$ cat config.mk
export PLATFORM = sky130hd
export DESIGN_NAME = bezier_turn_path_sampler_unit
export DESIGN_NICKNAME = d
export VERILOG_FILES = /design/src/hdl/btps_pkg.sv /design/src/hdl/bezier_turn_path_sampler_unit.sv
export SDC_FILE = /design/constraint.sdc
export NUM_CORES = 2
export LEC_CHECK = 0
export BUFFER_PORTS_ARGS = -buffer_cell sky130_fd_sc_hd__buf_4
export CAP_MARGIN = 20
export CORE_MARGIN = 2
export CORE_UTILIZATION = 45
export DETAILED_ROUTE_END_ITERATION = 12
export GPL_TIMING_DRIVEN = 0
export PLACE_DENSITY = 0.63
export SYNTH_ARGS = -nofsm -noshare
export SYNTH_HDL_FRONTEND = slang
export SYNTH_SLANG_ARGS = --single-unit
export TNS_END_PERCENT = 30
$ cat constraint.sdc
create_clock -name clk -period 25.5 [get_ports clk]
set_input_delay 2.55 -clock clk [delete_from_list [all_inputs] [get_ports clk]]
set_output_delay 2.55 -clock clk [all_outputs]
set_load 0.01 [all_outputs]
$ cat src/hdl/btps_pkg.sv
`timescale 1ns / 1ps
`default_nettype none

package btps_pkg;

  // Field widths.
  localparam int COORD_W = 24;
  localparam int DIR_W   = 16;
  localparam int IDX_W   = 6;
  localparam int LEN_W   = 24;
  localparam int SEG_W   = 6;

  // Segment count limits and reset value.
  localparam int MAX_SEGMENTS = 63;
  localparam logic [SEG_W-1:0] SEG_RESET = 6'd16;

  // Widened control points after the handle offsets are applied.
  localparam int CTRL_W = 26;

  // Shared multiplier operand and product widths.
  localparam int MUL_W  = 27;
  localparam int PROD_W = 2 * MUL_W;

  // Divider: quotient bits produced, divisor width, dividend width.
  localparam int DIVQ_W = 27;
  localparam int DIVD_W = 19;
  localparam int DIVN_W = 44;

  // Square root: radicand and root widths.
  localparam int RAD_W  = 50;
  localparam int ROOT_W = 25;

  // Weight width (n cubed fits in 18 bits).
  localparam int W_W = 18;

  // Bezier accumulator width.
  localparam int ACC_W = 45;

  localparam logic [LEN_W-1:0] LEN_MAX = {LEN_W{1'b1}};

  // Rounding constant for the Q.14 direction products.
  localparam int DIR_FRAC = 14;

  // Register addresses (word index).
  localparam logic REG_SEGMENTS = 1'b0;

endpackage

`default_nettype wire

$ cat src/hdl/bezier_turn_path_sampler_unit.sv
`timescale 1ns / 1ps
`default_nettype none

// Cubic Bezier turn-path sampler.
// A request on the in_ channel carries a start point, an entry direction, an
// end point and an exit direction. The block builds the two control points
// with a handle of 0.4 times the chord length and returns segments+1 samples
// on the out_ channel, each with its index, the running chord-sum arc length
// and a last flag. The segments register sits at address 0 of the APB-style
// port; a value of 0 acts as 1.
// All arithmetic runs in turn through one multiplier, one restoring divider
// (one quotient bit a cycle) and one square-root unit (one root bit a cycle).
// The two divisions and the square root of every sample take up most of the
// time that a request spends in the block.
// in_stall is high from the accepted request until the last sample has been
// placed in the output register. A stalled receiver holds the sequencer only
// when a finished sample finds that register still full, and a new request
// may be accepted while the last sample still waits to be taken.
// A synchronous reset returns the sequencer to idle, empties the output
// register and sets segments to 16.
module bezier_turn_path_sampler_unit
  import btps_pkg::*;
(
  input  wire                       clk,
  input  wire                       rst_n,
  input  wire                       in_valid,
  output logic                      in_stall,
  input  wire signed [COORD_W-1:0]  in_start_x,
  input  wire signed [COORD_W-1:0]  in_start_y,
  input  wire signed [DIR_W-1:0]    in_entry_dir_x,
  input  wire signed [DIR_W-1:0]    in_entry_dir_y,
  input  wire signed [COORD_W-1:0]  in_end_x,
  input  wire signed [COORD_W-1:0]  in_end_y,
  input  wire signed [DIR_W-1:0]    in_exit_dir_x,
  input  wire signed [DIR_W-1:0]    in_exit_dir_y,
  output logic                      out_valid,
  input  wire                       out_stall,
  output logic signed [COORD_W-1:0] out_point_x,
  output logic signed [COORD_W-1:0] out_point_y,
  output logic [IDX_W-1:0]          out_point_index,
  output logic [LEN_W-1:0]          out_arc_length,
  output logic                      out_last_point,
  input  wire                       psel,
  input  wire                       penable,
  input  wire                       pwrite,
  input  wire [2:0]                 paddr,
  input  wire [31:0]                pwdata,
  output logic [31:0]               prdata,
  output logic                      pready
);

  // Sequencer states.
  localparam logic [3:0] S_IDLE = 4'd0;
  localparam logic [3:0] S_DX   = 4'd1;
  localparam logic [3:0] S_DY   = 4'd2;
  localparam logic [3:0] S_SQL  = 4'd3;
  localparam logic [3:0] S_SQ   = 4'd4;
  localparam logic [3:0] S_HL   = 4'd5;
  localparam logic [3:0] S_DIV  = 4'd6;
  localparam logic [3:0] S_OFF  = 4'd7;
  localparam logic [3:0] S_WGT  = 4'd8;
  localparam logic [3:0] S_MAC  = 4'd9;
  localparam logic [3:0] S_DLD  = 4'd10;
  localparam logic [3:0] S_ARC  = 4'd11;
  localparam logic [3:0] S_EMIT = 4'd12;
  localparam logic [3:0] S_HQ   = 4'd13;

  // What the divider result is for.
  localparam logic [1:0] DS_X = 2'd1;
  localparam logic [1:0] DS_Y = 2'd2;

  // What the distance result is for.
  localparam logic DD_CHORD = 1'b0;
  localparam logic DD_ARC   = 1'b1;

  localparam logic [4:0] DIV_LAST = 5'(DIVQ_W - 1);
  localparam logic [4:0] SQ_LAST  = 5'(ROOT_W - 1);

  // Reciprocal of 5 scaled by 2^28 and rounded up; exact for numerators
  // below 2^26.
  localparam int H_SHIFT = 28;
  localparam logic signed [MUL_W-1:0] H_RECIP = 27'sd53687092;

  // ---------------------------------------------------------------------
  // Configuration register.
  // ---------------------------------------------------------------------
  logic [SEG_W-1:0] seg_r;

  assign pready = 1'b1;

  always_ff @(posedge clk) begin
    if (!rst_n) begin
      seg_r <= SEG_RESET;
    end else if (psel && penable && pwrite && (paddr[2] == REG_SEGMENTS)) begin
      seg_r <= pwdata[SEG_W-1:0];
    end
  end

  always_comb begin
    prdata = '0;
    if (paddr[2] == REG_SEGMENTS) begin
      prdata = {{(32-SEG_W){1'b0}}, seg_r};
    end
  end

  // ---------------------------------------------------------------------
  // Control and datapath registers.
  // ---------------------------------------------------------------------
  logic [3:0]  state_r, state_nxt;
  logic [3:0]  k_r, k_nxt;
  logic [4:0]  cnt_r, cnt_nxt;
  logic        out_valid_r, out_valid_nxt;

  logic [1:0]  div_sel_r;
  logic        dist_sel_r;

  logic [IDX_W-1:0] n_r, i_r;
  logic [W_W-1:0]   n3_r;

  logic signed [COORD_W-1:0] p0x_r, p0y_r, p3x_r, p3y_r;
  logic signed [DIR_W-1:0]   vix_r, viy_r, vox_r, voy_r;
  logic signed [CTRL_W-1:0]  p1x_r, p1y_r, p2x_r, p2y_r;
  logic [LEN_W-1:0]          h_r;

  logic [11:0]    t1_r, t2_r;
  logic [W_W-1:0] w0_r, w1_r, w2_r, w3_r;

  logic signed [ACC_W-1:0]   accx_r, accy_r;
  logic signed [COORD_W-1:0] px_r, py_r, prevx_r, prevy_r;
  logic signed [COORD_W:0]   dax_r, day_r;
  logic [LEN_W-1:0]          arc_r;

  logic signed [MUL_W-1:0]  mul_a, mul_b;
  logic signed [PROD_W-1:0] mul_r;
  logic [RAD_W-1:0]         sq_r;

  logic [DIVQ_W-1:0] div_q_r;
  logic [DIVD_W-1:0] div_rem_r, div_d_r;
  logic              div_neg_r;

  logic [RAD_W-1:0]  rad_r;
  logic [27:0]       rem_r;
  logic [ROOT_W-1:0] root_r;

  logic signed [COORD_W-1:0] opx_r, opy_r;
  logic [IDX_W-1:0]          oidx_r;
  logic [LEN_W-1:0]          oarc_r;
  logic                      olast_r;

  // ---------------------------------------------------------------------
  // Shared arithmetic.
  // ---------------------------------------------------------------------
  logic [IDX_W-1:0] u_val;
  logic [13:0]      t1x3, t2x3;
  logic [W_W-1:0]   w_sel;
  logic signed [CTRL_W-1:0] c_sel;

  // Handle length: round(0.4 * chord) with ties up equals
  // floor((2 * chord + 2) / 5), and the division by 5 is a reciprocal multiply.
  logic [25:0] h_num;
  assign h_num = {root_r, 1'b0} + 26'd2;

  assign u_val = n_r - i_r;
  assign t1x3  = {t1_r, 1'b0} + {2'b00, t1_r};
  assign t2x3  = {t2_r, 1'b0} + {2'b00, t2_r};

  always_comb begin
    case (k_r[1:0])
      2'd0:    w_sel = w0_r;
      2'd1:    w_sel = w1_r;
      2'd2:    w_sel = w2_r;
      default: w_sel = w3_r;
    endcase
    case ({k_r[2], k_r[1:0]})
      3'd0:    c_sel = CTRL_W'(p0x_r);
      3'd1:    c_sel = p1x_r;
      3'd2:    c_sel = p2x_r;
      3'd3:    c_sel = CTRL_W'(p3x_r);
      3'd4:    c_sel = CTRL_W'(p0y_r);
      3'd5:    c_sel = p1y_r;
      3'd6:    c_sel = p2y_r;
      default: c_sel = CTRL_W'(p3y_r);
    endcase
  end

  // Operand selection for the one multiplier.
  always_comb begin
    mul_a = '0;
    mul_b = '0;
    case (state_r)
      S_DX: begin
        mul_a = MUL_W'(dax_r);
        mul_b = MUL_W'(dax_r);
      end
      S_DY: begin
        mul_a = MUL_W'(day_r);
        mul_b = MUL_W'(day_r);
      end
      S_HL: begin
        mul_a = $signed({1'b0, h_num});
        mul_b = H_RECIP;
      end
      S_OFF: begin
        case (k_r[1:0])
          2'd0:    mul_a = MUL_W'(vix_r);
          2'd1:    mul_a = MUL_W'(viy_r);
          2'd2:    mul_a = MUL_W'(vox_r);
          default: mul_a = MUL_W'(voy_r);
        endcase
        mul_b = $signed({{(MUL_W-LEN_W){1'b0}}, h_r});
      end
      S_WGT: begin
        case (k_r)
          4'd0: begin
            mul_a = $signed({{(MUL_W-IDX_W){1'b0}}, u_val});
            mul_b = $signed({{(MUL_W-IDX_W){1'b0}}, u_val});
          end
          4'd1: begin
            mul_a = $signed({{(MUL_W-IDX_W){1'b0}}, i_r});
            mul_b = $signed({{(MUL_W-IDX_W){1'b0}}, i_r});
          end
          4'd2: begin
            mul_a = $signed({{(MUL_W-12){1'b0}}, t1_r});
            mul_b = $signed({{(MUL_W-IDX_W){1'b0}}, u_val});
          end
          4'd3: begin
            mul_a = $signed({{(MUL_W-12){1'b0}}, t2_r});
            mul_b = $signed({{(MUL_W-IDX_W){1'b0}}, i_r});
          end
          4'd4: begin
            mul_a = $signed({{(MUL_W-14){1'b0}}, t1x3});
            mul_b = $signed({{(MUL_W-IDX_W){1'b0}}, i_r});
          end
          4'd5: begin
            mul_a = $signed({{(MUL_W-14){1'b0}}, t2x3});
            mul_b = $signed({{(MUL_W-IDX_W){1'b0}}, u_val});
          end
          default: begin
            mul_a = '0;
            mul_b = '0;
          end
        endcase
      end
      S_MAC: begin
        mul_a = $signed({{(MUL_W-W_W){1'b0}}, w_sel});
        mul_b = MUL_W'(c_sel);
      end
      default: begin
        mul_a = '0;
        mul_b = '0;
      end
    endcase
  end

  always_ff @(posedge clk) begin
    mul_r <= mul_a * mul_b;
  end

  // Restoring divider step: one quotient bit a cycle.
  logic [DIVD_W:0]   div_trial;
  logic              div_ge;
  logic [DIVD_W-1:0] div_rem_step;
  logic [DIVQ_W-1:0] div_q_step;

  assign div_trial    = {div_rem_r, div_q_r[DIVQ_W-1]};
  assign div_ge       = (div_trial >= {1'b0, div_d_r});
  assign div_rem_step = div_ge ? DIVD_W'(div_trial - {1'b0, div_d_r})
                               : div_trial[DIVD_W-1:0];
  assign div_q_step   = {div_q_r[DIVQ_W-2:0], div_ge};

  // Floor of the signed quotient, then saturation to the coordinate range.
  logic signed [DIVQ_W:0]    div_res;
  logic signed [COORD_W-1:0] div_sat;

  assign div_res = div_neg_r ? $signed(~{1'b0, div_q_step})
                             : $signed({1'b0, div_q_step});

  always_comb begin
    if (div_res > $signed((DIVQ_W+1)'(2**(COORD_W-1) - 1))) begin
      div_sat = {1'b0, {(COORD_W-1){1'b1}}};
    end else if (div_res < -$signed((DIVQ_W+1)'(2**(COORD_W-1)))) begin
      div_sat = {1'b1, {(COORD_W-1){1'b0}}};
    end else begin
      div_sat = div_res[COORD_W-1:0];
    end
  end

  // Divider load from an accumulator: b = 2*acc + n^3, floor(b / 2n^3).
  logic signed [ACC_W-1:0] acc_sel;
  logic signed [ACC_W:0]   b_val;
  logic [ACC_W:0]          b_mag;

  assign acc_sel = (div_sel_r == DS_X) ? accx_r : accy_r;
  assign b_val   = {acc_sel, 1'b0} + $signed({{(ACC_W+1-W_W){1'b0}}, n3_r});
  assign b_mag   = b_val[ACC_W] ? ~b_val : b_val;

  // Square-root step: one root bit a cycle.
  logic [27:0]       sq_sh, sq_trial;
  logic              sq_ge;

  assign sq_sh    = {rem_r[25:0], rad_r[RAD_W-1:RAD_W-2]};
  assign sq_trial = {1'b0, root_r, 2'b01};
  assign sq_ge    = (sq_sh >= sq_trial);

  // Handle offset: round(prod / 2^14), ties toward +inf.
  logic signed [PROD_W-1:0] off_full;
  logic signed [CTRL_W-1:0] off_val;

  assign off_full = (mul_r + PROD_W'(2**(DIR_FRAC-1))) >>> DIR_FRAC;
  assign off_val  = off_full[CTRL_W-1:0];

  logic [LEN_W+1:0] arc_sum;
  assign arc_sum = {2'b00, arc_r} + {1'b0, root_r};

  // Effective segment count.
  logic [IDX_W-1:0] n_eff;
  always_comb begin
    if (seg_r == '0) begin
      n_eff = IDX_W'(1);
    end else if (seg_r > SEG_W'(MAX_SEGMENTS)) begin
      n_eff = IDX_W'(MAX_SEGMENTS);
    end else begin
      n_eff = seg_r;
    end
  end

  logic in_fire, emit_fire;
  assign in_fire   = in_valid && !in_stall;
  assign emit_fire = (state_r == S_EMIT) && (!out_valid_r || !out_stall);

  // ---------------------------------------------------------------------
  // Sequencer.
  // ---------------------------------------------------------------------
  always_comb begin
    state_nxt     = state_r;
    k_nxt         = k_r;
    cnt_nxt       = cnt_r;
    out_valid_nxt = out_valid_r && out_stall;
    case (state_r)
      S_IDLE: begin
        if (in_valid) begin
          state_nxt = S_DX;
        end
      end
      S_DX:  state_nxt = S_DY;
      S_DY:  state_nxt = S_SQL;
      S_SQL: begin
        state_nxt = S_SQ;
        cnt_nxt   = '0;
      end
      S_SQ: begin
        cnt_nxt = cnt_r + 5'd1;
        if (cnt_r == SQ_LAST) begin
          state_nxt = (dist_sel_r == DD_CHORD) ? S_HL : S_ARC;
        end
      end
      S_HL:  state_nxt = S_HQ;
      S_HQ: begin
        state_nxt = S_OFF;
        k_nxt     = '0;
      end
      S_DLD: begin
        state_nxt = S_DIV;
        cnt_nxt   = '0;
      end
      S_DIV: begin
        cnt_nxt = cnt_r + 5'd1;
        if (cnt_r == DIV_LAST) begin
          case (div_sel_r)
            DS_X:    state_nxt = S_DLD;
            default: state_nxt = (i_r == '0) ? S_EMIT : S_DX;
          endcase
          k_nxt = '0;
        end
      end
      S_OFF: begin
        k_nxt = k_r + 4'd1;
        if (k_r == 4'd4) begin
          state_nxt = S_WGT;
          k_nxt     = '0;
        end
      end
      S_WGT: begin
        k_nxt = k_r + 4'd1;
        if (k_r == 4'd6) begin
          state_nxt = S_MAC;
          k_nxt     = '0;
        end
      end
      S_MAC: begin
        k_nxt = k_r + 4'd1;
        if (k_r == 4'd8) begin
          state_nxt = S_DLD;
          k_nxt     = '0;
        end
      end
      S_ARC: state_nxt = S_EMIT;
      S_EMIT: begin
        if (emit_fire) begin
          out_valid_nxt = 1'b1;
          k_nxt         = '0;
          state_nxt     = (i_r == n_r) ? S_IDLE : S_WGT;
        end
      end
      default: state_nxt = S_IDLE;
    endcase
  end

  always_ff @(posedge clk) begin
    if (!rst_n) begin
      state_r     <= S_IDLE;
      k_r         <= '0;
      cnt_r       <= '0;
      out_valid_r <= 1'b0;
    end else begin
      state_r     <= state_nxt;
      k_r         <= k_nxt;
      cnt_r       <= cnt_nxt;
      out_valid_r <= out_valid_nxt;
    end
  end

  // ---------------------------------------------------------------------
  // Datapath registers.
  // ---------------------------------------------------------------------
  always_ff @(posedge clk) begin
    case (state_r)
      S_IDLE: begin
        if (in_valid) begin
          p0x_r      <= in_start_x;
          p0y_r      <= in_start_y;
          p3x_r      <= in_end_x;
          p3y_r      <= in_end_y;
          vix_r      <= in_entry_dir_x;
          viy_r      <= in_entry_dir_y;
          vox_r      <= in_exit_dir_x;
          voy_r      <= in_exit_dir_y;
          n_r        <= n_eff;
          i_r        <= '0;
          arc_r      <= '0;
          dist_sel_r <= DD_CHORD;
          dax_r      <= (COORD_W+1)'(in_end_x) - (COORD_W+1)'(in_start_x);
          day_r      <= (COORD_W+1)'(in_end_y) - (COORD_W+1)'(in_start_y);
        end
      end
      S_DY: begin
        sq_r <= mul_r[RAD_W-1:0];
      end
      S_SQL: begin
        rad_r  <= sq_r + mul_r[RAD_W-1:0];
        rem_r  <= '0;
        root_r <= '0;
      end
      S_SQ: begin
        rad_r  <= {rad_r[RAD_W-3:0], 2'b00};
        rem_r  <= sq_ge ? (sq_sh - sq_trial) : sq_sh;
        root_r <= {root_r[ROOT_W-2:0], sq_ge};
      end
      S_HQ: begin
        h_r <= mul_r[H_SHIFT +: LEN_W];
      end
      S_DLD: begin
        div_neg_r <= b_val[ACC_W];
        div_rem_r <= DIVD_W'(b_mag[DIVN_W-1:DIVQ_W]);
        div_q_r   <= b_mag[DIVQ_W-1:0];
        div_d_r   <= {n3_r, 1'b0};
      end
      S_DIV: begin
        div_rem_r <= div_rem_step;
        div_q_r   <= div_q_step;
        if (cnt_r == DIV_LAST) begin
          case (div_sel_r)
            DS_X: begin
              px_r      <= div_sat;
              div_sel_r <= DS_Y;
            end
            default: begin
              py_r       <= div_sat;
              dist_sel_r <= DD_ARC;
              dax_r      <= (COORD_W+1)'(px_r) - (COORD_W+1)'(prevx_r);
              day_r      <= (COORD_W+1)'(div_sat) - (COORD_W+1)'(prevy_r);
            end
          endcase
        end
      end
      S_OFF: begin
        // The product of direction k-1 is registered and arrives in the cycle after it is issued.
        case (k_r)
          4'd1:    p1x_r <= CTRL_W'(p0x_r) + off_val;
          4'd2:    p1y_r <= CTRL_W'(p0y_r) + off_val;
          4'd3:    p2x_r <= CTRL_W'(p3x_r) - off_val;
          4'd4:    p2y_r <= CTRL_W'(p3y_r) - off_val;
          default: ;
        endcase
      end
      S_WGT: begin
        case (k_r)
          4'd1: t1_r <= mul_r[11:0];
          4'd2: t2_r <= mul_r[11:0];
          4'd3: begin
            w0_r <= mul_r[W_W-1:0];
            // At the first sample u equals n, so w0 is n cubed.
            if (i_r == '0) begin
              n3_r <= mul_r[W_W-1:0];
            end
          end
          4'd4:    w3_r <= mul_r[W_W-1:0];
          4'd5:    w1_r <= mul_r[W_W-1:0];
          4'd6:    w2_r <= mul_r[W_W-1:0];
          default: ;
        endcase
      end
      S_MAC: begin
        if (k_r != 4'd0) begin
          if (k_r[1:0] == 2'd1) begin
            if (k_r[2] == 1'b0) begin
              accx_r <= mul_r[ACC_W-1:0];
            end else begin
              accy_r <= mul_r[ACC_W-1:0];
            end
          end else if (k_r <= 4'd4) begin
            accx_r <= accx_r + mul_r[ACC_W-1:0];
          end else begin
            accy_r <= accy_r + mul_r[ACC_W-1:0];
          end
        end
        if (k_r == 4'd8) begin
          div_sel_r <= DS_X;
        end
      end
      S_ARC: begin
        arc_r <= (arc_sum > {2'b00, LEN_MAX}) ? LEN_MAX : arc_sum[LEN_W-1:0];
      end
      S_EMIT: begin
        if (emit_fire) begin
          opx_r   <= px_r;
          opy_r   <= py_r;
          oidx_r  <= i_r;
          oarc_r  <= arc_r;
          olast_r <= (i_r == n_r);
          prevx_r <= px_r;
          prevy_r <= py_r;
          i_r     <= i_r + IDX_W'(1);
        end
      end
      default: ;
    endcase
  end

  assign in_stall        = (state_r != S_IDLE);
  assign out_valid       = out_valid_r;
  assign out_point_x     = opx_r;
  assign out_point_y     = opy_r;
  assign out_point_index = oidx_r;
  assign out_arc_length  = oarc_r;
  assign out_last_point  = olast_r;

  // ---------------------------------------------------------------------
  // Assertions.
  // ---------------------------------------------------------------------
  // An accepted request keeps the block busy in the following cycle.
  a_busy_after_request: assert property (@(posedge clk) disable iff (!rst_n)
    in_fire |=> in_stall)
    else $error("block not busy after an accepted request");

  // The first sample of a curve carries no arc length.
  a_first_arc_zero: assert property (@(posedge clk) disable iff (!rst_n)
    (out_valid && (out_point_index == '0)) |-> (out_arc_length == '0))
    else $error("first sample has a non-zero arc length");

  // A finished sample is only placed into a free or draining output register.
  a_no_overwrite: assert property (@(posedge clk) disable iff (!rst_n)
    (out_valid && out_stall) |=> ($stable(out_point_index) && out_valid))
    else $error("output register overwritten while stalled");

endmodule

`default_nettype wire
==> results.txt <==
* Outcome: finished clean
- Global placement routability congestion: 1.04
- Rows: 160
- Synthesis warning total: 0
- In this run the biggest area consumer among cell types represents 32.1% of the synthesized area.
- The area growth from synthesis to layout is 11.8%.
- TritonCTS built the clock tree.
* Element type at the critical path end: flip-flop
- The wire-length estimate of the detail-placed layout is 265 mm.
* Class of the tightest hold or removal check: reg -> reg
- Static Leak: 40.6 nW
- For this block, the routed nets add up to 321 mm of wire.
- Share of cells above drive strength 1: 7.12%
* Seq/Total Area, Yosys: 33.8%
- Number of buffers added on ports: 260
- In this run the post-CTS setup repair buffer count came out at 0.
* Startpoint class of the critical path: flip-flop
- After clock tree synthesis, the repair step resized 0 gates.
- In this run the worst path has a maximum fanout of 10.
- Number of flops mapped to enable cells by yosys: 924
* Final worst path period share: 55.4%
- After layout, the design draws a total of 13.9 mW.
* Antenna violations before repair: 19
- Headroom to the max-slew limit came out at 12.5%.
- Once detail routing completed, the nets flagged for antenna violations numbered 0.
- Summing over every cut layer, the via total after detailed routing is 70100.
* Most used standard cell by instance count after synthesis: sky130_fd_sc_hd__inv_1
- Max Slew Vio Count: 0
- The commonest cells after synthesis are sky130_fd_sc_hd__inv_1, sky130_fd_sc_hd__nand2_1, sky130_fd_sc_hd__edfxtp_1.
* GRT Residual Overflow: 0
- After synthesis the netlist holds a flip-flop and latch count of 996.
- Clock buffer count from CTS: 110
- Final nets: 10800
- The via count of the first global-routing pass was 68100.
- Counting along the longest clock path gives a buffer depth of 3.
* Max capacitance violation total: 0
- Largest vdd supply drop: 0.000189 V
* Cell with the largest stage delay on the worst path: sky130_fd_sc_hd__clkbuf_1
* P per Cell Area: 144 nW/um2
- 316 I/O pins were placed.
* First-pass GRT wire length: 464 mm
* Fin Clk Skew: 0.0693 ns
* Max stage delay on crit path: 0.87 ns
- The die covers 195000 um2.
* Final routed wire length divided by cell count: 27.1 um
- The H-tree was split into 3 levels.
* Critical path data required time: 26.07 ns
* Synth unique cells: 86
- In the global route stage, overall resource usage came out at 32.3%.
- The cell area that synthesis handed to floorplanning was 86300 um2.
- The first routing iteration left 8430 violations.
- The total count of hold-check failures in the final report came to 0.
* Signal arrival time at the worst endpoint: 14.70 ns
- Largest area contributor in the synthesized netlist: sky130_fd_sc_hd__edfxtp_1
* Leading cell types by total area after synthesis: sky130_fd_sc_hd__edfxtp_1, sky130_fd_sc_hd__fa_1, sky130_fd_sc_hd__ha_1
- Worst hold-check slack: 0.416 ns
- The critical path in this run is classified as reg -> reg.
- Post-synthesis cell count: 8740
- RSZ-0062 raised after global routing: no
- Dominant cell type by count on the critical path: sky130_fd_sc_hd__fa_1
- First-pass iteration count of the detailed router: 9
- Final min period: 14.13 ns
- Setup violations remaining at the end of the flow were counted as 0.
- Entering global routing, the biggest net connects 102 pins.
- Using the TritonRoute via totals, the vias-per-cell ratio works out to 5.93.
* Clock insertion delay at the later pin of the skew report: 0.78 ns
* CORE AREA: 190000 um2
* Overall die height: 442 um
- Synthesized area per cell: 9.88 um2
- In this run, placement finished with an instance count of 11600.
- Register clock-pin slew on the reported worst setup and hold paths: 0.07 ns
- Num Clock Sinks: 996
- The tree is rooted in a sky130_fd_sc_hd__clkbuf_16.
- Among all flip-flop cells after synthesis, the most frequent one is sky130_fd_sc_hd__edfxtp_1.
- In this run the horizontal extent of the chip is 442 um.
- In the routed design, unresolved DRC markers number 0.
- Final core utilization: 50.7%
- The finished layout holds 11800 standard cells, fillers aside.
* Number of buffers inserted by hold repair at cts: 0
- Once the floorplan was initialized, standard cells occupied 45.3% of the core.
* Maximum achievable frequency: 70.8 MHz
- In the synthesized netlist the async set-or-reset flop fraction comes to 0%.
- Adding up every negative setup slack in the final design gives 0 ns.
- At the pin with the least slew margin, the transition time is 1.30 ns.
-- metrics by stage --
stage	instance area (um2)	setup slack [ns]
floorplan	86400	15.47
global placement	91500	9.94
detailed placement	92600	12.08
CTS	96400	11.96
global route	96500	11.14
finish	96500	11.37
-- layout by cell type, fill, tap and decap left out, types with 90 or more instances in the layout --
| master | instances |
|---|---|
| sky130_fd_sc_hd__nor2_1 | 538 |
| sky130_fd_sc_hd__xnor2_1 | 355 |
| sky130_fd_sc_hd__fa_1 | 760 |
| sky130_fd_sc_hd__o21ai_0 | 452 |
| sky130_fd_sc_hd__ha_1 | 616 |
| sky130_fd_sc_hd__a21o_1 | 177 |
| sky130_fd_sc_hd__xor2_1 | 189 |
| sky130_fd_sc_hd__nand2_1 | 1009 |
| sky130_fd_sc_hd__a21oi_1 | 544 |
| sky130_fd_sc_hd__nand3_1 | 111 |
| sky130_fd_sc_hd__and2_1 | 130 |
| sky130_fd_sc_hd__clkbuf_16 | 112 |
| sky130_fd_sc_hd__clkbuf_1 | 284 |
| sky130_fd_sc_hd__nand2b_1 | 90 |
| sky130_fd_sc_hd__buf_4 | 325 |
| sky130_fd_sc_hd__nor3_1 | 100 |
| sky130_fd_sc_hd__inv_1 | 1171 |
| sky130_fd_sc_hd__edfxtp_1 | 924 |
| sky130_fd_sc_hd__mux2i_1 | 91 |
-- cell families after synthesis --
| family | share of synthesized area (%) |
|---|---|
| simple gates | 12.0 |
| compound gates | 14.2 |
| buf+inv | 6.70 |
| fa+ha+maj | 26.6 |
| flops | 33.8 |
| xor+xnor | 5.52 |
| mux | 1.22 |
| other cells | 0.00870 |
-- path summary, 6_finish.rpt --
path                       startpoint                        to  slack (ns)  depth (start not counted)
hold / removal      py_r[8]$_DFFE_PP_  out_point_y[8]$_DFFE_PP_        0.42                          0
setup / recovery  k_r[1]$_SDFFE_PN0P_         mul_r[50]$_DFF_P_       11.37                         35
hold reg to reg     py_r[8]$_DFFE_PP_  out_point_y[8]$_DFFE_PP_        0.42                          0
setup reg to reg  k_r[1]$_SDFFE_PN0P_         mul_r[50]$_DFF_P_       11.37                         35
-- sequential cells by signal, indices dropped and copies added, names as in the netlist, 26 cells and up --
name,cells
accx_r,45
accy_r,45
div_q_r,27
mul_r,52
p1x_r,26
p1y_r,26
p2x_r,26
p2y_r,26
rad_r,50
rem_r,26
sq_r,50
-- power breakdown --
group	leakage, nW	internal [mW]	switching, mW
Sequential	9.06	2.32	0.338
Clock	1.85	0.975	0.735
Combinational	29.7	3.40	6.17
-- critical path, delay by kind of cell, from the launching register on --
family	cells	cell delay, ns
buf+inv	12	3.90
fa+ha+maj	9	4.25
flops	1	0.40
simple gates	4	0.72
compound gates	9	4.04
xor+xnor	1	0.53
-- layer usage --
layer / vias up / share of wire, % / track usage [%]
met5: - / 0.017 / 0
met4: 8 / 6.2 / 16.7
met3: 674 / 9.7 / 5.50
met2: 3571 / 43 / 49.2
met1: 34900 / 41 / 44.4
li1: 30900 / - / -
-- cell type report --
| cell class | count | area [um2] |
|---|---|---|
| Antenna cell | 5 | 12.5 |
| Buffer | 335 | 1370 |
| Clock buffer | 127 | 2890 |
| Clock inverter | 80 | 948 |
| Fill cell | 17500 | 93800 |
| Inverter | 1175 | 4420 |
| Multi-Input combinational cell | 6259 | 51600 |
| Sequential cell | 996 | 29200 |
| Tap cell | 2511 | 3140 |
| Timing Repair Buffer | 344 | 2980 |
No activity file was read; power rests on OpenSTA's default activity.
